File: src/hdl/ipv4_rx_header_filter_top_defines.svh
// Assertion macros shared by the IPv4 receive header filter RTL.
// No dependencies; expects clk_i and rst_ni in the including module.
`ifndef IPV4_RX_HEADER_FILTER_TOP_DEFINES_SVH
`define IPV4_RX_HEADER_FILTER_TOP_DEFINES_SVH

// Same-cycle implication.
`define IHF_ASSERT_IMP(lbl, ante, cons) \
  lbl: assert property (@(posedge clk_i) disable iff (!rst_ni) (ante) |-> (cons)) \
    else $error("ihf: implication check failed");

// Next-cycle implication.
`define IHF_ASSERT_NXT(lbl, ante, cons) \
  lbl: assert property (@(posedge clk_i) disable iff (!rst_ni) (ante) |=> (cons)) \
    else $error("ihf: next-cycle check failed");

`endif

File: src/hdl/ihf_pkg.sv
// Package for the IPv4 receive header filter: verdict codes, header constants,
// capture struct. No dependencies.
package ihf_pkg;

  typedef enum logic [3:0] {
    VERDICT_ICMP          = 4'd0,
    VERDICT_UDP           = 4'd1,
    VERDICT_SHORT         = 4'd2,
    VERDICT_NOT_V4        = 4'd3,
    VERDICT_BAD_LEN       = 4'd4,
    VERDICT_BAD_CSUM      = 4'd5,
    VERDICT_NOT_OURS      = 4'd6,
    VERDICT_FRAGMENT      = 4'd7,
    VERDICT_UNKNOWN_PROTO = 4'd8
  } verdict_e;

  localparam logic [15:0] MIN_HDR_BYTES = 16'd20;
  localparam logic [15:0] CNT_MAX       = 16'hFFFF;
  localparam logic [7:0]  VERSION_MASK  = 8'hF0;
  localparam logic [7:0]  VERSION_V4    = 8'h40;
  localparam logic [15:0] FRAG_MASK     = 16'h3FFF; // MF flag and offset
  localparam logic [7:0]  PROTO_ICMP    = 8'd1;
  localparam logic [7:0]  PROTO_UDP     = 8'd17;
  localparam logic [31:0] BCAST_ADDR    = 32'hFFFF_FFFF;
  localparam logic [15:0] CSUM_GOOD     = 16'hFFFF;

  // Header byte positions
  localparam logic [15:0] POS_VER_IHL  = 16'd0;
  localparam logic [15:0] POS_TLEN_HI  = 16'd2;
  localparam logic [15:0] POS_TLEN_LO  = 16'd3;
  localparam logic [15:0] POS_FRAG_HI  = 16'd6;
  localparam logic [15:0] POS_FRAG_LO  = 16'd7;
  localparam logic [15:0] POS_PROTO    = 16'd9;
  localparam logic [15:0] POS_SRC_LO   = 16'd12;
  localparam logic [15:0] POS_DST_LO   = 16'd16;
  localparam logic [15:0] POS_DST_END  = 16'd20;

  // APB register map
  localparam int unsigned APB_AW        = 3;
  localparam logic        REG_LOCAL_ADDR = 1'b0;

  typedef struct packed {
    logic [15:0] byte_count;
    logic [7:0]  ver_ihl;
    logic [15:0] total_len;
    logic [15:0] frag;
    logic [7:0]  proto;
    logic [31:0] src;
    logic [31:0] dst;
    logic [20:0] csum;
  } cap_t;

endpackage

File: src/hdl/ihf_apb_regs.sv
// APB configuration register for the header filter (local address).
// Depends on ihf_pkg.
module ihf_apb_regs (
  input  logic                          clk_i,
  input  logic                          rst_ni,
  input  logic                          psel,
  input  logic                          penable,
  input  logic                          pwrite,
  input  logic [ihf_pkg::APB_AW-1:0]    paddr,
  input  logic [31:0]                   pwdata,
  output logic [31:0]                   prdata,
  output logic                          pready,
  output logic [31:0]                   local_address_o
);

  logic [31:0] local_addr_q, local_addr_d;
  logic        sel_local;

  assign pready    = 1'b1;
  assign sel_local = (paddr[ihf_pkg::APB_AW-1:2] == ihf_pkg::REG_LOCAL_ADDR);

  always_comb begin
    local_addr_d = local_addr_q;
    if (psel && penable && pwrite && pready && sel_local) begin
      local_addr_d = pwdata;
    end
  end

  always_ff @(posedge clk_i or negedge rst_ni) begin
    if (!rst_ni) begin
      local_addr_q <= '0;
    end else begin
      local_addr_q <= local_addr_d;
    end
  end

  assign prdata          = sel_local ? local_addr_q : '0;
  assign local_address_o = local_addr_q;

endmodule

File: src/hdl/ihf_frame.sv
// Input register, per-frame header capture and checksum accumulation.
// Depends on ihf_pkg and the defines header.
`include "ipv4_rx_header_filter_top_defines.svh"

module ihf_frame (
  input  logic          clk_i,
  input  logic          rst_ni,
  input  logic          in_valid_i,
  output logic          in_ready_o,
  input  logic [7:0]    frame_byte_i,
  input  logic          last_byte_i,
  output logic          cap_valid_o,
  input  logic          cap_ready_i,
  output ihf_pkg::cap_t cap_o
);

  logic          in_vld_q, in_vld_d;
  logic [7:0]    in_byte_q;
  logic          in_last_q;
  ihf_pkg::cap_t fr_q, fr_d, fr_nxt;
  logic [7:0]    pend_q, pend_d, pend_nxt;
  logic          cap_vld_q, cap_vld_d;
  ihf_pkg::cap_t cap_q;
  logic          cap_free, s1_adv, take;
  logic [15:0]   idx;
  logic [5:0]    hlen;

  assign cap_free   = !cap_vld_q || cap_ready_i;
  assign s1_adv     = in_vld_q && (!in_last_q || cap_free);
  assign in_ready_o = !in_vld_q || s1_adv;
  assign take       = in_valid_i && in_ready_o;

  always_comb begin
    in_vld_d = in_vld_q;
    if (take) begin
      in_vld_d = 1'b1;
    end else if (s1_adv) begin
      in_vld_d = 1'b0;
    end
  end

  // Header field capture, checksum accumulation and byte count for the byte in the input register
  always_comb begin
    idx      = fr_q.byte_count;
    fr_nxt   = fr_q;
    pend_nxt = pend_q;
    if (idx == ihf_pkg::POS_VER_IHL) begin
      fr_nxt.ver_ihl = in_byte_q;
    end else if (idx == ihf_pkg::POS_TLEN_HI) begin
      fr_nxt.total_len[15:8] = in_byte_q;
    end else if (idx == ihf_pkg::POS_TLEN_LO) begin
      fr_nxt.total_len[7:0] = in_byte_q;
    end else if (idx == ihf_pkg::POS_FRAG_HI) begin
      fr_nxt.frag[15:8] = in_byte_q;
    end else if (idx == ihf_pkg::POS_FRAG_LO) begin
      fr_nxt.frag[7:0] = in_byte_q;
    end else if (idx == ihf_pkg::POS_PROTO) begin
      fr_nxt.proto = in_byte_q;
    end else if (idx >= ihf_pkg::POS_SRC_LO && idx < ihf_pkg::POS_DST_LO) begin
      fr_nxt.src = {fr_q.src[23:0], in_byte_q};
    end else if (idx >= ihf_pkg::POS_DST_LO && idx < ihf_pkg::POS_DST_END) begin
      fr_nxt.dst = {fr_q.dst[23:0], in_byte_q};
    end
    hlen = {fr_nxt.ver_ihl[3:0], 2'b00};
    if (idx < {10'd0, hlen}) begin
      if (!idx[0]) begin
        pend_nxt = in_byte_q;
      end else begin
        fr_nxt.csum = fr_q.csum + {5'd0, pend_q, in_byte_q};
      end
    end
    if (idx != ihf_pkg::CNT_MAX) begin
      fr_nxt.byte_count = idx + 16'd1;
    end
  end

  always_comb begin
    fr_d      = fr_q;
    pend_d    = pend_q;
    cap_vld_d = cap_vld_q;
    if (s1_adv) begin
      if (in_last_q) begin
        fr_d   = '0;
        pend_d = '0;
      end else begin
        fr_d   = fr_nxt;
        pend_d = pend_nxt;
      end
    end
    if (cap_free) begin
      cap_vld_d = s1_adv && in_last_q;
    end
  end

  always_ff @(posedge clk_i or negedge rst_ni) begin
    if (!rst_ni) begin
      in_vld_q  <= 1'b0;
      fr_q      <= '0;
      pend_q    <= '0;
      cap_vld_q <= 1'b0;
    end else begin
      in_vld_q  <= in_vld_d;
      fr_q      <= fr_d;
      pend_q    <= pend_d;
      cap_vld_q <= cap_vld_d;
    end
  end

  always_ff @(posedge clk_i) begin
    if (take) begin
      in_byte_q <= frame_byte_i;
      in_last_q <= last_byte_i;
    end
    if (cap_free && s1_adv && in_last_q) begin
      cap_q <= fr_nxt;
    end
  end

  assign cap_valid_o = cap_vld_q;
  assign cap_o       = cap_q;

  `IHF_ASSERT_NXT(a_cnt_step, s1_adv && !in_last_q && (fr_q.byte_count != ihf_pkg::CNT_MAX), fr_q.byte_count == $past(fr_q.byte_count) + 16'd1)
  `IHF_ASSERT_NXT(a_frame_clear, s1_adv && in_last_q, fr_q.byte_count == 16'd0 && pend_q == 8'd0)
  `IHF_ASSERT_NXT(a_cap_hold, cap_vld_q && !cap_ready_i, cap_vld_q && $stable(cap_q))

endmodule

File: src/hdl/ihf_verdict.sv
// Verdict evaluation and output register for one captured header.
// Depends on ihf_pkg and the defines header.
`include "ipv4_rx_header_filter_top_defines.svh"

module ihf_verdict (
  input  logic              clk_i,
  input  logic              rst_ni,
  input  logic              cap_valid_i,
  output logic              cap_ready_o,
  input  ihf_pkg::cap_t     cap_i,
  input  logic [31:0]       local_address_i,
  output logic              out_valid_o,
  input  logic              out_ready_i,
  output logic [3:0]        verdict_o,
  output logic              learn_sender_o,
  output logic [31:0]       source_address_o,
  output logic [31:0]       dest_address_o,
  output logic [7:0]        protocol_number_o,
  output logic [5:0]        payload_offset_o,
  output logic [15:0]       payload_length_o
);

  logic              out_valid_q, out_valid_d;
  ihf_pkg::verdict_e verdict_q, verdict_d;
  logic              learn_q, learn_d;
  logic [31:0]       src_q, dst_q;
  logic [7:0]        proto_q;
  logic [5:0]        hlen_q, hlen;
  logic [15:0]       plen_q, plen_d;
  logic [15:0]       hlen16;
  logic [16:0]       fold1;
  logic [15:0]       fold2;
  logic              csum_ok, len_bad, load;

  assign cap_ready_o = !out_valid_q || out_ready_i;
  assign load        = cap_valid_i && cap_ready_o;

  always_comb begin
    hlen    = {cap_i.ver_ihl[3:0], 2'b00};
    hlen16  = {10'd0, hlen};
    fold1   = {1'b0, cap_i.csum[15:0]} + {12'd0, cap_i.csum[20:16]};
    fold2   = fold1[15:0] + {15'd0, fold1[16]};
    csum_ok = (fold2 == ihf_pkg::CSUM_GOOD);
    len_bad = (hlen16 < ihf_pkg::MIN_HDR_BYTES) || (cap_i.byte_count < hlen16) ||
              (cap_i.total_len < hlen16) || (cap_i.total_len > cap_i.byte_count);
    learn_d = 1'b0;
    if (cap_i.byte_count < ihf_pkg::MIN_HDR_BYTES) begin
      verdict_d = ihf_pkg::VERDICT_SHORT;
    end else if ((cap_i.ver_ihl & ihf_pkg::VERSION_MASK) != ihf_pkg::VERSION_V4) begin
      verdict_d = ihf_pkg::VERDICT_NOT_V4;
    end else if (len_bad) begin
      verdict_d = ihf_pkg::VERDICT_BAD_LEN;
    end else if (!csum_ok) begin
      verdict_d = ihf_pkg::VERDICT_BAD_CSUM;
    end else if (cap_i.dst != local_address_i && cap_i.dst != ihf_pkg::BCAST_ADDR) begin
      verdict_d = ihf_pkg::VERDICT_NOT_OURS;
    end else begin
      learn_d = 1'b1;
      if ((cap_i.frag & ihf_pkg::FRAG_MASK) != 16'd0) begin
        verdict_d = ihf_pkg::VERDICT_FRAGMENT;
      end else if (cap_i.proto == ihf_pkg::PROTO_ICMP) begin
        verdict_d = ihf_pkg::VERDICT_ICMP;
      end else if (cap_i.proto == ihf_pkg::PROTO_UDP) begin
        verdict_d = ihf_pkg::VERDICT_UDP;
      end else begin
        verdict_d = ihf_pkg::VERDICT_UNKNOWN_PROTO;
      end
    end
    plen_d = (cap_i.total_len >= hlen16) ? (cap_i.total_len - hlen16) : 16'd0;
  end

  always_comb begin
    out_valid_d = out_valid_q;
    if (cap_ready_o) begin
      out_valid_d = cap_valid_i;
    end
  end

  always_ff @(posedge clk_i or negedge rst_ni) begin
    if (!rst_ni) begin
      out_valid_q <= 1'b0;
    end else begin
      out_valid_q <= out_valid_d;
    end
  end

  always_ff @(posedge clk_i) begin
    if (load) begin
      verdict_q <= verdict_d;
      learn_q   <= learn_d;
      src_q     <= cap_i.src;
      dst_q     <= cap_i.dst;
      proto_q   <= cap_i.proto;
      hlen_q    <= hlen;
      plen_q    <= plen_d;
    end
  end

  assign out_valid_o       = out_valid_q;
  assign verdict_o         = verdict_q;
  assign learn_sender_o    = learn_q;
  assign source_address_o  = src_q;
  assign dest_address_o    = dst_q;
  assign protocol_number_o = proto_q;
  assign payload_offset_o  = hlen_q;
  assign payload_length_o  = plen_q;

  `IHF_ASSERT_IMP(a_learn_codes, out_valid_q && learn_q, verdict_q == ihf_pkg::VERDICT_ICMP || verdict_q == ihf_pkg::VERDICT_UDP || verdict_q == ihf_pkg::VERDICT_FRAGMENT || verdict_q == ihf_pkg::VERDICT_UNKNOWN_PROTO)
  `IHF_ASSERT_IMP(a_pass_learns, out_valid_q && !learn_q, verdict_q != ihf_pkg::VERDICT_ICMP && verdict_q != ihf_pkg::VERDICT_UDP)

endmodule

File: src/hdl/ipv4_rx_header_filter_top.sv
// IPv4 receive header filter, top level: one frame byte per transaction in,
// one verdict transaction per frame out. Takes a byte every clock cycle while
// ready is high; a verdict is registered after the frame's last byte is
// accepted (the byte lands in the input register on acceptance, then the
// header capture register and the verdict register follow). Ready falls only
// when a last byte is held behind a captured header that the verdict stage has
// not yet taken. Depends on ihf_pkg, ihf_apb_regs, ihf_frame, ihf_verdict.
module ipv4_rx_header_filter_top (
  input  logic                       clk_i,
  input  logic                       rst_ni,
  input  logic                       psel,
  input  logic                       penable,
  input  logic                       pwrite,
  input  logic [ihf_pkg::APB_AW-1:0] paddr,
  input  logic [31:0]                pwdata,
  output logic [31:0]                prdata,
  output logic                       pready,
  input  logic                       in_valid_i,
  output logic                       in_ready_o,
  input  logic [7:0]                 frame_byte_i,
  input  logic                       last_byte_i,
  output logic                       out_valid_o,
  input  logic                       out_ready_i,
  output logic [3:0]                 verdict_o,
  output logic                       learn_sender_o,
  output logic [31:0]                source_address_o,
  output logic [31:0]                dest_address_o,
  output logic [7:0]                 protocol_number_o,
  output logic [5:0]                 payload_offset_o,
  output logic [15:0]                payload_length_o
);

  logic [31:0]   local_address;
  logic          cap_valid, cap_ready;
  ihf_pkg::cap_t cap;

  ihf_apb_regs u_regs (
    .clk_i           (clk_i),
    .rst_ni          (rst_ni),
    .psel            (psel),
    .penable         (penable),
    .pwrite          (pwrite),
    .paddr           (paddr),
    .pwdata          (pwdata),
    .prdata          (prdata),
    .pready          (pready),
    .local_address_o (local_address)
  );

  ihf_frame u_frame (
    .clk_i        (clk_i),
    .rst_ni       (rst_ni),
    .in_valid_i   (in_valid_i),
    .in_ready_o   (in_ready_o),
    .frame_byte_i (frame_byte_i),
    .last_byte_i  (last_byte_i),
    .cap_valid_o  (cap_valid),
    .cap_ready_i  (cap_ready),
    .cap_o        (cap)
  );

  ihf_verdict u_verdict (
    .clk_i             (clk_i),
    .rst_ni            (rst_ni),
    .cap_valid_i       (cap_valid),
    .cap_ready_o       (cap_ready),
    .cap_i             (cap),
    .local_address_i   (local_address),
    .out_valid_o       (out_valid_o),
    .out_ready_i       (out_ready_i),
    .verdict_o         (verdict_o),
    .learn_sender_o    (learn_sender_o),
    .source_address_o  (source_address_o),
    .dest_address_o    (dest_address_o),
    .protocol_number_o (protocol_number_o),
    .payload_offset_o  (payload_offset_o),
    .payload_length_o  (payload_length_o)
  );

endmodule
File: config.mk
export PLATFORM = sky130hd
export DESIGN_NAME = ipv4_rx_header_filter_top
export DESIGN_NICKNAME = d
export VERILOG_FILES = /design/src/hdl/ihf_pkg.sv /design/src/hdl/ihf_apb_regs.sv /design/src/hdl/ihf_frame.sv /design/src/hdl/ihf_verdict.sv /design/src/hdl/ipv4_rx_header_filter_top.sv
export VERILOG_INCLUDE_DIRS = /design/src /design/src/hdl
export SDC_FILE = /design/constraint.sdc
export NUM_CORES = 1
export LEC_CHECK = 0
export ABC_AREA = 0
export BUFFER_PORTS_ARGS = -buffer_cell sky130_fd_sc_hd__buf_4
export CORE_ASPECT_RATIO = 1.2
export CORE_UTILIZATION = 44
export DETAILED_ROUTE_END_ITERATION = 10
export PLACE_DENSITY = 0.73
export SYNTH_ARGS = -nofsm -noshare
export SYNTH_HDL_FRONTEND = slang
export SYNTH_SLANG_ARGS = --single-unit
File: constraint.sdc
create_clock -name clk_i -period 8.8 [get_ports clk_i]
set_clock_uncertainty 0.2 [all_clocks]
set_input_delay 0.44 -clock clk_i [delete_from_list [all_inputs] [get_ports clk_i]]
set_output_delay 0.44 -clock clk_i [all_outputs]
set_load 0.05 [all_outputs]
==> results of run 1 <==
stage by stage:
| stage | hold slack, ns | total power (uW) | setup slack (ns) | instances | area, um^2 |
|---|---|---|---|---|---|
| 2_1_floorplan | -0.0556 | 3650 | 0.594 | 1630 | 20600 |
| 3_3_place_gp | 0.205 | 3940 | 4.28 | 2357 | 22500 |
| 3_5_place_dp | 0.205 | 3990 | 4.19 | 2357 | 22500 |
| 4_1_cts | 0.218 | 6140 | 4.16 | 2487 | 24600 |
| 5_1_grt | 0.221 | 6370 | 3.90 | 2487 | 24600 |
| 6_report | 0.218 | 6090 | 4.10 | 2487 | 24600 |
placed cells by master, fill, tap and decap left out, types with 18 or more instances in the layout:
cell | synthesis | layout
a21oi_1 | 27 | 27
a22o_1 | 60 | 60
a22oi_1 | 73 | 73
buf_4 | 5 | 196
clkbuf_16 | 0 | 46
dfrtp_1 | 190 | 190
dlygate4sd3_1 | 0 | 44
edfxtp_1 | 253 | 253
ha_1 | 53 | 53
inv_1 | 48 | 48
mux2_2 | 144 | 144
nand2_1 | 137 | 136
nand3_1 | 26 | 25
nand4_1 | 24 | 24
nor2_1 | 75 | 72
nor2b_1 | 43 | 43
nor3_1 | 18 | 18
nor4_1 | 18 | 18
o21ai_0 | 113 | 113
xnor2_1 | 27 | 27
xor2_1 | 53 | 53
how the worst max path moves through the flow:
| stage | endpoint | start | slack [ns] |
|---|---|---|---|
| 5_1_grt | u_verdict.verdict_o[2]$_SDFFCE_PP0P_ | u_frame.cap_o[0]$_DFFE_PP_ | 3.90 |
| 4_1_cts | u_verdict.verdict_o[2]$_SDFFCE_PP0P_ | u_frame.cap_o[0]$_DFFE_PP_ | 4.16 |
| 3_5_place_dp | u_verdict.verdict_o[2]$_SDFFCE_PP0P_ | u_frame.cap_o[0]$_DFFE_PP_ | 4.19 |
| 3_3_place_gp | u_verdict.verdict_o[2]$_SDFFCE_PP0P_ | u_frame.cap_o[0]$_DFFE_PP_ | 4.28 |
| 2_1_floorplan | u_frame.cap_o[0]$_DFFE_PP_ | u_frame.in_last_q$_DFFE_PP_ | 0.59 |
| 6_report | u_verdict.verdict_o[2]$_SDFFCE_PP0P_ | u_frame.cap_o[0]$_DFFE_PP_ | 4.10 |
report_power, final:
part / leakage, uW / internal (uW) / switching, uW
logic: 0.00431 / 511 / 740
clock network: 0.000790 / 1280 / 834
registers: 0.00497 / 2510 / 217
per-layer routing:
layer,vias to the layer above,share of wire (%),wire length [um]
met5,-,0,0
met4,0,2.7,1290
met3,93,4.8,2270
met2,372,50,23600
met1,6905,43,20200
li1,6466,-,-
cell families after synthesis:
| family | count (synthesis) | share of synthesized area, % |
|---|---|---|
| flip-flops | 443 | 60.1 |
| XOR/XNOR | 80 | 3.41 |
| adder cells (fa/ha/maj) | 56 | 3.52 |
| AND/OR/NAND/NOR | 403 | 9.84 |
| multiplexers | 162 | 8.90 |
| other | 2 | 0.0365 |
| AO/OA/AOI/OAI | 349 | 11.6 |
| buffers and inverters | 134 | 2.61 |
state kept, by name, summed over array words and instances, names as in the netlist:
name,flops
u_frame.cap_o,147
u_frame.fr_q,131
u_regs.local_address_o,32
u_verdict.dest_address_o,32
u_verdict.source_address_o,32
u_frame.idx,16
u_verdict.payload_length_o,16
u_frame.in_byte_q,8
u_frame.pend_q,8
u_verdict.protocol_number_o,8
u_verdict.payload_offset_o,4
u_verdict.verdict_o,4
u_frame.cap_valid_o,1
u_frame.in_last_q,1
u_frame.in_vld_q,1
u_verdict.learn_sender_o,1
u_verdict.out_valid_o,1
area by class of cell:
cell class              instances  area share, %
well taps                     616           3.13
clock buffers                  54           4.89
flip-flops and latches        443           50.2
clock inverters                32           1.84
inverters                      48          0.733
repair buffers                241           7.83
multi-input cells            1053           31.3
what timing repair did:
item	CTS	global route
endpoints found under the hold margin	154	0
hold buffers	44	0
gates resized for setup	0	0
buffers inserted	0	0
worst max-delay path, stage by stage (launching register included):
cell	delay [ns]
edfxtp_1	0.37
ha_1	0.23
inv_1	0.07
fa_1	0.20
nor2b_1	0.08
o311a_1	0.39
or2_2	0.35
nor3b_1	0.16
ha_1	0.21
ha_1	0.25
or3_1	0.39
a211oi_1	0.31
o2111ai_1	0.19
a221o_1	0.28
nor3_1	0.20
nand4b_1	0.28
o21ba_2	0.29
==> flow_metrics.env, run 1 <==
export IMPL_status="finished, final reports clean"
export IMPL_cts_max_level=2
export IMPL_vias=13836
export IMPL_setup_tns_ns=0
export IMPL_synth_commonest_cells="253 x edfxtp_1, 190 x dfrtp_1, 144 x mux2_2"
export IMPL_gp_congestion=0.904
export IMPL_numCtsBuffers=46
export IMPL_worstSetupPathType="reg -> reg"
export IMPL_min_period_over_period_pct=53.4
export IMPL_synth_top_area_share_pct=37.0
export IMPL_cp_start_kind="flop"
export IMPL_multi_input_area_um2=7700
export IMPL_grt_use_met3_pct=2.91
export IMPL_cp_required_ns=8.92
export IMPL_diodes=0
export IMPL_clockRootBuffer="clkbuf_16"
export IMPL_synth_top_area_cell="edfxtp_1"
export IMPL_ys_seq_area_share_pct=60.1
export IMPL_num_rows=86
export IMPL_num_io_pins=185
export IMPL_max_slew_margin_pct=28.8
export IMPL_critical_path_peak_fanout=7
export IMPL_async_reset_ff_share_pct=42.9
export IMPL_r2r_cells=16
export IMPL_ant_nets=0
export IMPL_drc=0
export IMPL_grt_pass1_wl_um=74900
export IMPL_rsz0062_at_grt="no"
export IMPL_arrival_ns=4.82
export IMPL_worstReg2RegEnd="u_verdict.verdict_o[2]$_SDFFCE_PP0P_"
export IMPL_worstHoldEndpoint="u_verdict.source_address_o[31]$_DFFE_PP_"
export IMPL_grtUsageMet2_pct=33.9
export IMPL_drtIter0Drc=873
export IMPL_path_clk_slew_ns=0.06
export IMPL_core_um2=46100
export IMPL_die_w_um=199
export IMPL_dieArea_um2=47600
export IMPL_detailedRoute_firstPassIterationCount=5
export IMPL_fmax_ghz=0.213
export IMPL_gr_total_overflow=0
export IMPL_grt_max_degree=113
export IMPL_synth_cell_types=77
export IMPL_setup_viol=0
export IMPL_drive_above_1_share_pct=23.6
export IMPL_peakVddDrop_uv=152
export IMPL_fillers=3807
export IMPL_synth_ff_type="edfxtp_1"
export IMPL_final_nets=1940
export IMPL_wire_per_inst_um=19.1
export IMPL_end_kind="flop"
export IMPL_r2r_setup_slack_ns=4.10
export IMPL_hold_path_class="reg -> reg"
export IMPL_grt_busiest_layer="met2"
export IMPL_clock_path_buffers=3
export IMPL_p_leak_uw=0.0101
export IMPL_start_util_pct=44.6
export IMPL_slew_violations=0
export IMPL_hpwl_um=30100
export IMPL_synth_area_um2=20600
export IMPL_die_h_um=239
export IMPL_area_delta_synth_final_pct=19.6
export IMPL_r2r_start="u_frame.cap_o[0]$_DFFE_PP_"
export IMPL_yosysMostFrequentCell="edfxtp_1"
export IMPL_maxCapViolations=0
export IMPL_grtUsageMet1_pct=26.5
export IMPL_hold_viol_final=0
export IMPL_synth_edff_count=253
export IMPL_ff_latch_area_um2=12400
export IMPL_clkLatencyLatePin_ns=0.58
export IMPL_antenna_found_initial=0
export IMPL_final_util_pct=53.4
export IMPL_postRouteWirelength_um=47400
export IMPL_worstMarginPinSlew_ns=1.07
export IMPL_fin_crit_ns=4.70
export IMPL_p_per_area_nw_per_um2=248
export IMPL_syn_avg_cell_area_um2=12.6
export IMPL_whs_path_depth=0
export IMPL_clock_sinks=443
export IMPL_via_per_inst=5.56
export IMPL_synth_cells=1629
export IMPL_io_buffers=179
export IMPL_synth_area_top_cells="edfxtp_1 37%, dfrtp_1 23%, mux2_2 7.9%"
export IMPL_grt_pass1_vias=13647
export IMPL_worstHoldStart="u_frame.cap_o[84]$_DFFE_PP_"
export IMPL_grt_use_total_pct=20.1
export IMPL_ys_warn_count=0
export IMPL_cts_tree="yes"
export IMPL_synth_ff_latch_count=443
No activity file was read; power rests on OpenSTA's default activity.
==> inputs of run 2 (changes only) <==
Clock period 8.8 ns to 3.85 ns, I/O delays scaled along.
==> run 2 against run 1 <==
Net effect:
- sequential share of layout area down 0.82 points
- non-clock buffer count rose by 47
- register-to-register slack lost 4.1 ns
- die area is the same
- clock power is 110% higher
- first-iteration DRC count grew 16%
- global-route usage grew 0.40 points
- sequential power up 130%
- utilization grew 0.88 points
- largest power group unchanged
- the run now ends with setup timing left
- design area up 1.7%
==> flow_metrics.env, run 2 (synthesis results as in run 1) <==
export IMPL_clock_sinks=443
export IMPL_power_switching_uw=4140
export IMPL_multi_input_area_um2=7830
export IMPL_detailedRoute_firstPassIterationCount=7
export IMPL_worst_slack_ns=-0.0424
export IMPL_worstMarginPinSlew_ns=1.11
export IMPL_postRouteWirelength_um=49100
export IMPL_status="finished with violations"
export IMPL_cp_common_cell="ha_2"
export IMPL_drtIter0Drc=1010
export IMPL_diodes=0
export IMPL_final_util_pct=54.3
export IMPL_grt_pass1_vias=13893
export IMPL_hpwl_um=31700
export IMPL_io_buffers=179
export IMPL_die_h_um=239
export IMPL_hold_path_class="in -> async"
export IMPL_seq_power_share_pct=44.8
export IMPL_antenna_found_initial=0
export IMPL_p_leak_uw=0.0103
export IMPL_area_delta_synth_final_pct=21.6
export IMPL_numCtsBuffers=44
export IMPL_maxCapViolations=0
export IMPL_p_clk_share_pct=32.7
export IMPL_r2r_start="u_frame.cap_o[16]$_DFFE_PP_"
export IMPL_critical_path_peak_fanout=3
export IMPL_drive_above_1_share_pct=26.6
export IMPL_die_w_um=199
export IMPL_dieArea_um2=47600
export IMPL_final_cell_mix="253 x edfxtp_1, 237 x buf_4, 190 x dfrtp_1, 144 x mux2_2, 136 x nand2_1"
export IMPL_arrival_ns=4.11
export IMPL_drc=0
export IMPL_layout_commonest_cell="edfxtp_1"
export IMPL_path_delay_family="simple AND/OR/NAND/NOR gates"
export IMPL_worstSetupPathType="reg -> reg"
export IMPL_fmax_ghz=0.257
export IMPL_ant_nets=0
export IMPL_wire_per_inst_um=19.4
export IMPL_peakVddDrop_uv=375
export IMPL_setup_tns_ns=-0.0909
export IMPL_cp_start_kind="flop"
export IMPL_switching_share_pct=30.0
export IMPL_internal_power_uw=9680
export IMPL_critPathLaunch="u_frame.cap_o[16]$_DFFE_PP_"
export IMPL_r2r_setup_slack_ns=-0.04
export IMPL_vias=14014
export IMPL_p_per_area_nw_per_um2=553
export IMPL_cp_num_cells=17
export IMPL_end_kind="flop"
export IMPL_rsz0062_at_grt="yes"
export IMPL_grt_pass1_wl_um=76200
export IMPL_max_slew_margin_pct=25.9
export IMPL_critical_path_buf_inv_count=2
export IMPL_slowest_delay_ns=0.38
export IMPL_num_rows=86
export IMPL_grt_use_total_pct=20.5
export IMPL_setup_viol=3
export IMPL_via_per_inst=5.54
export IMPL_core_um2=46100
export IMPL_gp_congestion=0.891
export IMPL_largest_reg_flops=147
export IMPL_violations="setup timing"
export IMPL_hold_viol_final=0
export IMPL_slew_violations=0
export IMPL_clock_path_buffers=3
export IMPL_grt_max_degree=148
export IMPL_timing_hold_ws_ns=0.0368
export IMPL_start_util_pct=44.6
export IMPL_cp_slowest_cell="or3_1"
export IMPL_clkLatencyLatePin_ns=0.59
export IMPL_cp_required_ns=4.06
export IMPL_fillers=3774
export IMPL_ff_latch_area_um2=12400
export IMPL_cts_max_level=2
export IMPL_num_io_pins=185
export IMPL_cts_tree="yes"
export IMPL_r2r_cells=17
export IMPL_crit_chain="ha_2 > inv_2 > fa_2 > nor2b_2 > o311a_1 > or2_4 > nor3b_4 > ha_2 > nor2b_4 > or3_1 > a211oi_2 > o2111ai_1 > a221o_1 > nor3_2 > nand4b_1 > buf_4 > o21bai_1"
export IMPL_path_clk_slew_ns=0.06
export IMPL_fin_crit_ns=3.89
export IMPL_final_nets=1985
export IMPL_clockRootBuffer="clkbuf_16"
export IMPL_min_period_over_period_pct=101
export IMPL_gr_total_overflow=0
export IMPL_power_frac_comb_pct=22.5
-- run 2: cell count changes in the layout (fill, tap and decap cells not counted), moves of 3 or more --
cell       previous run  this run
ha_1                 53        49
clkinv_1              9         2
buf_12                0         4
buf_4               196       237
bufinv_16            10         6
inv_6                 4         1
clkinv_2              2        13
nor3b_1               5         2
-- run 2: worst register-to-register path: cells and delay by family, from the launching register on --
family                     cells  cell delay (ns)
adders and majority gates      3             0.63
DFF                            1             0.37
and+or+nand+nor                7             1.23
buffers and inverters          2             0.22
AOI/OAI and AO/OA              5             1.09
-- run 2: cell type report --
type / count / share of cell area, %
Sequential cell: 443 / 49.4
Multi-Input combinational cell: 1053 / 31.3
Timing Repair Buffer: 288 / 9.34
Clock buffer: 54 / 4.81
Tap cell: 616 / 3.08
Clock inverter: 28 / 1.32
Inverter: 48 / 0.721
-- run 2: layer usage --
metal | up-vias | GRT usage [%] | wire (um)
li1 | 6544 | - | -
met1 | 6991 | 26.8 | 20700
met2 | 395 | 35.1 | 24800
met3 | 84 | 2.67 | 2220
met4 | 0 | 6.50 | 1310
met5 | - | 0 | 0
-- run 2: worst paths after layout --
check                                                           end
max                            u_verdict.verdict_o[1]$_SDFFCE_PP1P_
min                                     u_frame.fr_q[1]$_DFFE_PN0P_
max reg2reg                    u_verdict.verdict_o[1]$_SDFFCE_PP1P_
min reg2reg                u_verdict.source_address_o[31]$_DFFE_PP_
max in group asynchronous     u_regs.local_address_o[3]$_DFFE_PN0P_
min in group clk_i                      u_frame.in_last_q$_DFFE_PP_
-- run 2: per-stage QoR --
stage / power, uW / setup WS, ns / instance area (um^2) / cells
after floorplan: 8330 / -0.0452 / 20600 / 1630
after global placement: 9130 / -0.00451 / 22900 / 2395
after detailed placement: 9260 / -0.0959 / 22900 / 2395
after CTS: 13800 / -0.114 / 24900 / 2526
after global routing: 14400 / -0.224 / 25000 / 2530
final: 13800 / -0.0424 / 25000 / 2530
-- run 2: what timing repair did --
| action | in CTS | in global routing |
|---|---|---|
| gates cloned | 0 | 1 |
| resized for setup | 5 | 8 |
| endpoints found under the setup margin | 5 | 19 |
| hold endpoints to repair | 117 | 0 |
| pin swaps | 13 | 7 |
| setup buffers | 4 | 3 |
| hold buffers | 45 | 0 |
-- run 2: power groups by stage --
| stage | sequential, uW | clock (uW) | combinational [uW] |
|---|---|---|---|
| after floorplan | 6400 | 0 | 1940 |
| after global placement | 6240 | 0 | 2900 |
| after detailed placement | 6270 | 0 | 2990 |
| after CTS | 6180 | 4600 | 3060 |
| after global routing | 6250 | 4770 | 3380 |
| final | 6190 | 4520 | 3110 |
